`src/rtl/til_pkg.sv`:
```
// Shared types and constants for the timed interval locator.
// Used by til_alu, timed_interval_locator and the testbench; no dependencies.
package til_pkg;

    localparam int DEF_MAX_LINES     = 256;
    localparam int DEF_MAX_TOKENS    = 4096;
    localparam int DEF_TIME_BITS     = 32;
    localparam int DEF_PROGRESS_BITS = 16;

    localparam int KIND_W     = 3;
    localparam int IN_DATA_W  = 112;
    localparam int OUT_DATA_W = 40;
    localparam int CFG_ADDR_W = 1;
    localparam int CFG_DATA_W = 16;
    localparam int COUNT_W    = 13;

    localparam logic [CFG_ADDR_W-1:0] CFG_LINE_SPAN = 1'b0;
    localparam logic [CFG_ADDR_W-1:0] CFG_DEADBAND  = 1'b1;
    localparam logic [CFG_DATA_W-1:0] RST_LINE_SPAN = 16'd5000;
    localparam logic [CFG_DATA_W-1:0] RST_DEADBAND  = 16'd66;

    typedef enum logic [KIND_W-1:0] {
        KIND_CLEAR  = 3'd0,
        KIND_LINE   = 3'd1,
        KIND_TOKEN  = 3'd2,
        KIND_FINISH = 3'd3,
        KIND_POS    = 3'd4
    } kind_t;

    typedef enum logic {
        ALU_ADD,
        ALU_SUB
    } alu_op_t;

    typedef enum logic [4:0] {
        ST_IDLE,
        ST_F_LRD, ST_F_LCAP, ST_F_NCAP, ST_F_LFIX, ST_F_LADD,
        ST_F_TINIT, ST_F_TRD, ST_F_TCAP, ST_F_TNCAP, ST_F_TFIX,
        ST_F_TCHK, ST_F_TADD, ST_F_TNEXT, ST_F_LNEXT,
        ST_P_LPROBE, ST_P_LCAP, ST_P_LC1, ST_P_LC2, ST_P_LHIT,
        ST_P_TPROBE, ST_P_TCAP, ST_P_TC1, ST_P_TC2,
        ST_P_DNUM, ST_P_DDEN, ST_P_DSTEP, ST_P_DTOK, ST_P_OUT
    } state_t;

endpackage

```
`src/rtl/til_alu.sv`:
```
// Shared add / subtract unit used by the sequencer for every time compare,
// saturating sum and divide step. Depends on til_pkg.
module til_alu #(
    parameter int W = 33
) (
    input  til_pkg::alu_op_t op,
    input  logic [W-1:0]     a,
    input  logic [W-1:0]     b,
    output logic [W-1:0]     res,
    output logic             flag
);
    import til_pkg::*;

    logic [W:0] wide;

    always_comb
    begin
        unique case (op)
            ALU_ADD: wide = {1'b0, a} + {1'b0, b};
            ALU_SUB: wide = {1'b0, a} - {1'b0, b};
            default: wide = '0;
        endcase
    end

    // carry on add, borrow (a < b) on subtract
    assign res  = wide[W-1:0];
    assign flag = wide[W];
endmodule

```
`config.mk`:
```
export PLATFORM = sky130hd
export DESIGN_NAME = til_alu
export DESIGN_NICKNAME = d
export VERILOG_FILES = /design/src/rtl/til_pkg.sv /design/src/rtl/til_alu.sv
export SDC_FILE = /design/constraint.sdc
export NUM_CORES = 1
export LEC_CHECK = 0
export BUFFER_PORTS_ARGS = -buffer_cell sky130_fd_sc_hd__buf_2
export CAP_MARGIN = 20
export CORE_ASPECT_RATIO = 0.75
export CORE_MARGIN = 2
export CORE_UTILIZATION = 40
export DETAILED_ROUTE_END_ITERATION = 10
export GPL_TIMING_DRIVEN = 0
export MAX_ROUTING_LAYER = met4
export PLACE_DENSITY = 0.77
export SYNTH_ARGS = -nofsm -noshare
export SYNTH_HDL_FRONTEND = slang
export SYNTH_SLANG_ARGS = --single-unit
```
`constraint.sdc`:
```
create_clock -name vclk -period 4.85
set_input_delay 0.2425 -clock vclk [all_inputs]
set_output_delay 0.2425 -clock vclk [all_outputs]
set_load 0.05 [all_outputs]
```
[Word level (Yosys, flattened, before mapping)]
Index checks and enable logic that the tools add are counted.
Storage, ports and cells
  bits in registers: 0
  input bits: 67
  output and inout port bits: 34
Operators by class
  add/subtract/negate cells: 2
  muxes and demuxes: 1
  bitwise logic cells: 1
Operator list (count)
  one-hot mux 34 bit (2 select lines): 1
  adder 33 x 33 -> 34 bit: 1
  subtractor 33 x 33 -> 34 bit: 1
  inverter 1 bit: 1

[Longest topological paths before layout]
  depth in word-level cells: 2
  depth in mapped cells: 17
  gate-level depth less buffers: 15

[Worst setup path after synthesis]
No wires, ideal clock.
  path kind: input -> output
  from: input b[15]
  to: output res[31]
  data arrival time: 4.182 ns
  required time: 4.608 ns
  slack: 0.425 ns
  cell stages on the path: 14
  buffers on the path: 1
  path through: or4_4 -> nor4_4 -> nand2b_2 -> or4_4 -> nor3b_4 -> nor2_1 -> xnor2_1 -> ha_1 -> clkbuf_1 -> nand2_1 -> or3_1 -> o31ai_1 -> a221oi_1 -> xnor2_1
On the way
  cells in the longest elaborated chain, start to end: 2
  elaborated cells between the ends (all ways): 3
  classes of those cells: add/sub (2); mux (1)
RTL lines
  start: declaration: line til_alu.sv:8  | input logic [W-1:0] b,
  subtractor 33 x 33 -> 34 bit or adder 33 x 33 -> 34 bit (tied branches): line til_alu.sv:20, til_alu.sv:19
  one-hot mux 34 bit (2 select lines) (*): line til_alu.sv:18  | unique case (op)
  end: declaration: line til_alu.sv:9  | output logic [W-1:0] res,
Every way passes the cells marked *; elsewhere a longest branch is shown, timed or not.

[Worst setup path after layout]
Ends and elaborated chain as after synthesis.

==> results.toml <==
[synthesis]
seq_area_frac_synth_pct = 0
synth_top_area_cell = "xnor2_1"
syn_area_sq_um = 2440
synth.distinct_cells = 40
yosys.area.top_type_share_pct = 19.4
netlist_top_cells_count = "a21oi_1 (57), xnor2_1 (54), ha_1 (34), nor2_1 (34), nand2_1 (29)"
syn_avg_cell_area_sq_um = 6.66
synthCells = 367
synth_nets = 469
synthTopCellsByArea = "xnor2_1 (19%), ha_1 (17%), a21oi_1 (12%)"
synth_most_common_cell = "a21oi_1"
yosysWarnings = 0

[route]
detail-route-antenna-nets = 0
via_per_inst = 5.48
dr.pass1.iters = 4
vias = 2989
drt_iter0_drc = 201
drcViolationCount = 0
drt-wirelength-per-cell_microns = 13.9
wirelength_microns = 7600

[finish]
diodes = 0
nets = 571
fillers = 577
n_clock_buffer = 0
flops_and_latches = 0
seq_area_sq_um = 0
drive_gt1_share_pct = 23.6
postLayoutCoreUtil_pct = 52.1
syn_to_final_growth_pct = 24.9

[global_route]
grt_overflow_total = 0
antenna_found_initial = 0
grt_pass1_wl_microns = 12200
grt_pass1_vias = 2662
grt_util_all_layers_pct = 22.1
grt_max_degree = 11

[sta]
final_max_slew_viol_count = 0
grt_setup_unrepaired = "no"
whs_ns = 0.970
worst_pin_slew_ns = 0.499
fmax_ghz = 0.222
finalCritPeriodShare_pct = 93.0
setup_viol = 0
fin_crit_ns = 4.51
finalSetupTns_ns = 0
slew_headroom_pct = 66.8
finalHoldViolCount = 0

[floorplanning]
ios = 101
start_util_pct = 41.7
die_area_sq_um = 6760
fp-row-count = 24
coreArea_sq_um = 5860
die_y_microns = 71.7
dieWidth_microns = 94.3

[setup_path]
critPathLaunchType = "primary input"
crit_type = "in -> out"
slowest_delay_ns = 0.56
cp.arrival_ns = 4.27
endpoint_kind = "output port"
critical_path.cell_chain = "buf_2 -> or4_4 -> nor4_4 -> nand2b_2 -> or4_4 -> nor3b_4 -> nor2_1 -> xnor2_1 -> ha_1 -> clkbuf_1 -> nand2_1 -> or3_1 -> o31ai_1 -> a221oi_1 -> xnor2_1 -> buf_2"
required_ns = 4.61
slowest_stage = "or4_4"
path_max_fanout = 7

[power]
p_leak_nw = 1.41
ir_worst_vdd_mv = 0.168
cellPowerDensity_nw_per_um2 = 296

[cts]
hold_buffers = 0
postCtsSetupBuffers = 0
cts_resized = 0

[place]
port_buffers = 100
dp_hpwl_microns = 6540
gp_congestion = 0.988

[min_path]
min_path_type = "in -> out"

[flow_run]
cap_violations = 0

[outcome]
status = "finished clean"
## metal layers
| metal | GRT usage, % | up-vias | part of all wire (%) | wire [microns] |
|---|---|---|---|---|
| li1 | - | 1527 | - | - |
| met2 | 31.9 | 94 | 41 | 3110 |
| met1 | 34.6 | 1354 | 52 | 3970 |
| met3 | 0.526 | 14 | 5.2 | 393 |
| met4 | 3.06 | 0 | 1.7 | 128 |
| met5 | - | - | 0 | 0 |
## worst max-delay path: cells and delay by family
family	cells	cell delay, ns
and+or+nand+nor	8	2.21
buffers and inverters	3	0.68
AOI/OAI and AO/OA	2	0.57
xor gates and xnor gates	2	0.30
adders and majority gates	1	0.27
## cell usage in the layout (no fill, tap or decap), types with 2 or more instances in the layout
master    Yosys  final
o21a_1        6      6
nand2_1      29     29
inv_1        19     19
and3_1        2      2
xnor2_1      54     54
nor2_1       34     34
a41oi_1       2      2
and2_1        5      5
nand2b_1      2      2
a211oi_1      3      3
a31oi_1       9      9
o211ai_1      2      2
a21o_1        7      7
ha_1         34     34
a21boi_0      2      2
or4_4         2      2
o21bai_1      6      6
clkbuf_1     15     15
o21ai_0      20     20
buf_2         0    100
o211a_1       2      2
nor3_1       10     10
nand3_1       4      4
a21oi_1      57     57
a31o_2        2      2
o31ai_1       2      2
xor2_1        8      8
nor3b_4       2      2
or3_1         3      3
nor2b_1       3      3
nor4_1        3      2
nand4_1       9      9
## power by group
part / switching, mW / total (mW) / internal (mW)
Clock: 0 / 0 / 0
Sequential: 0 / 0 / 0
Combinational: 0.642 / 0.903 / 0.261
## layout make-up
type | count | area [sq um] | area share (%)
multi-input combinational | 333 | 2330 | 76.2
timing repair buffer | 100 | 500 | 16.4
tap | 78 | 97.6 | 3.20
inverter | 19 | 71.3 | 2.34
buffer | 15 | 56.3 | 1.84
## stage by stage
step	worst slack, ns	std cells	total power, mW	instance area [sq um]
detailed placement	0.359	545	0.892	3040
floorplan	0.425	367	0.688	2440
CTS	0.344	545	0.895	3040
finish	0.340	545	0.903	3050
global placement	0.354	545	0.882	3040
global route	0.109	545	0.962	3050
## cell families after synthesis
group / after synthesis / synth area share (%)
compound gates: 124 / 30.5
xor+xnor: 62 / 22.2
fa+ha+maj: 35 / 18.2
buf+inv: 34 / 5.22
mux: 1 / 0.410
simple gates: 111 / 23.5
## final timing paths
check	start	end	depth (start not counted)
min	a[0]	res[0]	5
max	b[15]	res[31]	16
No activity file was read; power rests on OpenSTA's default activity.
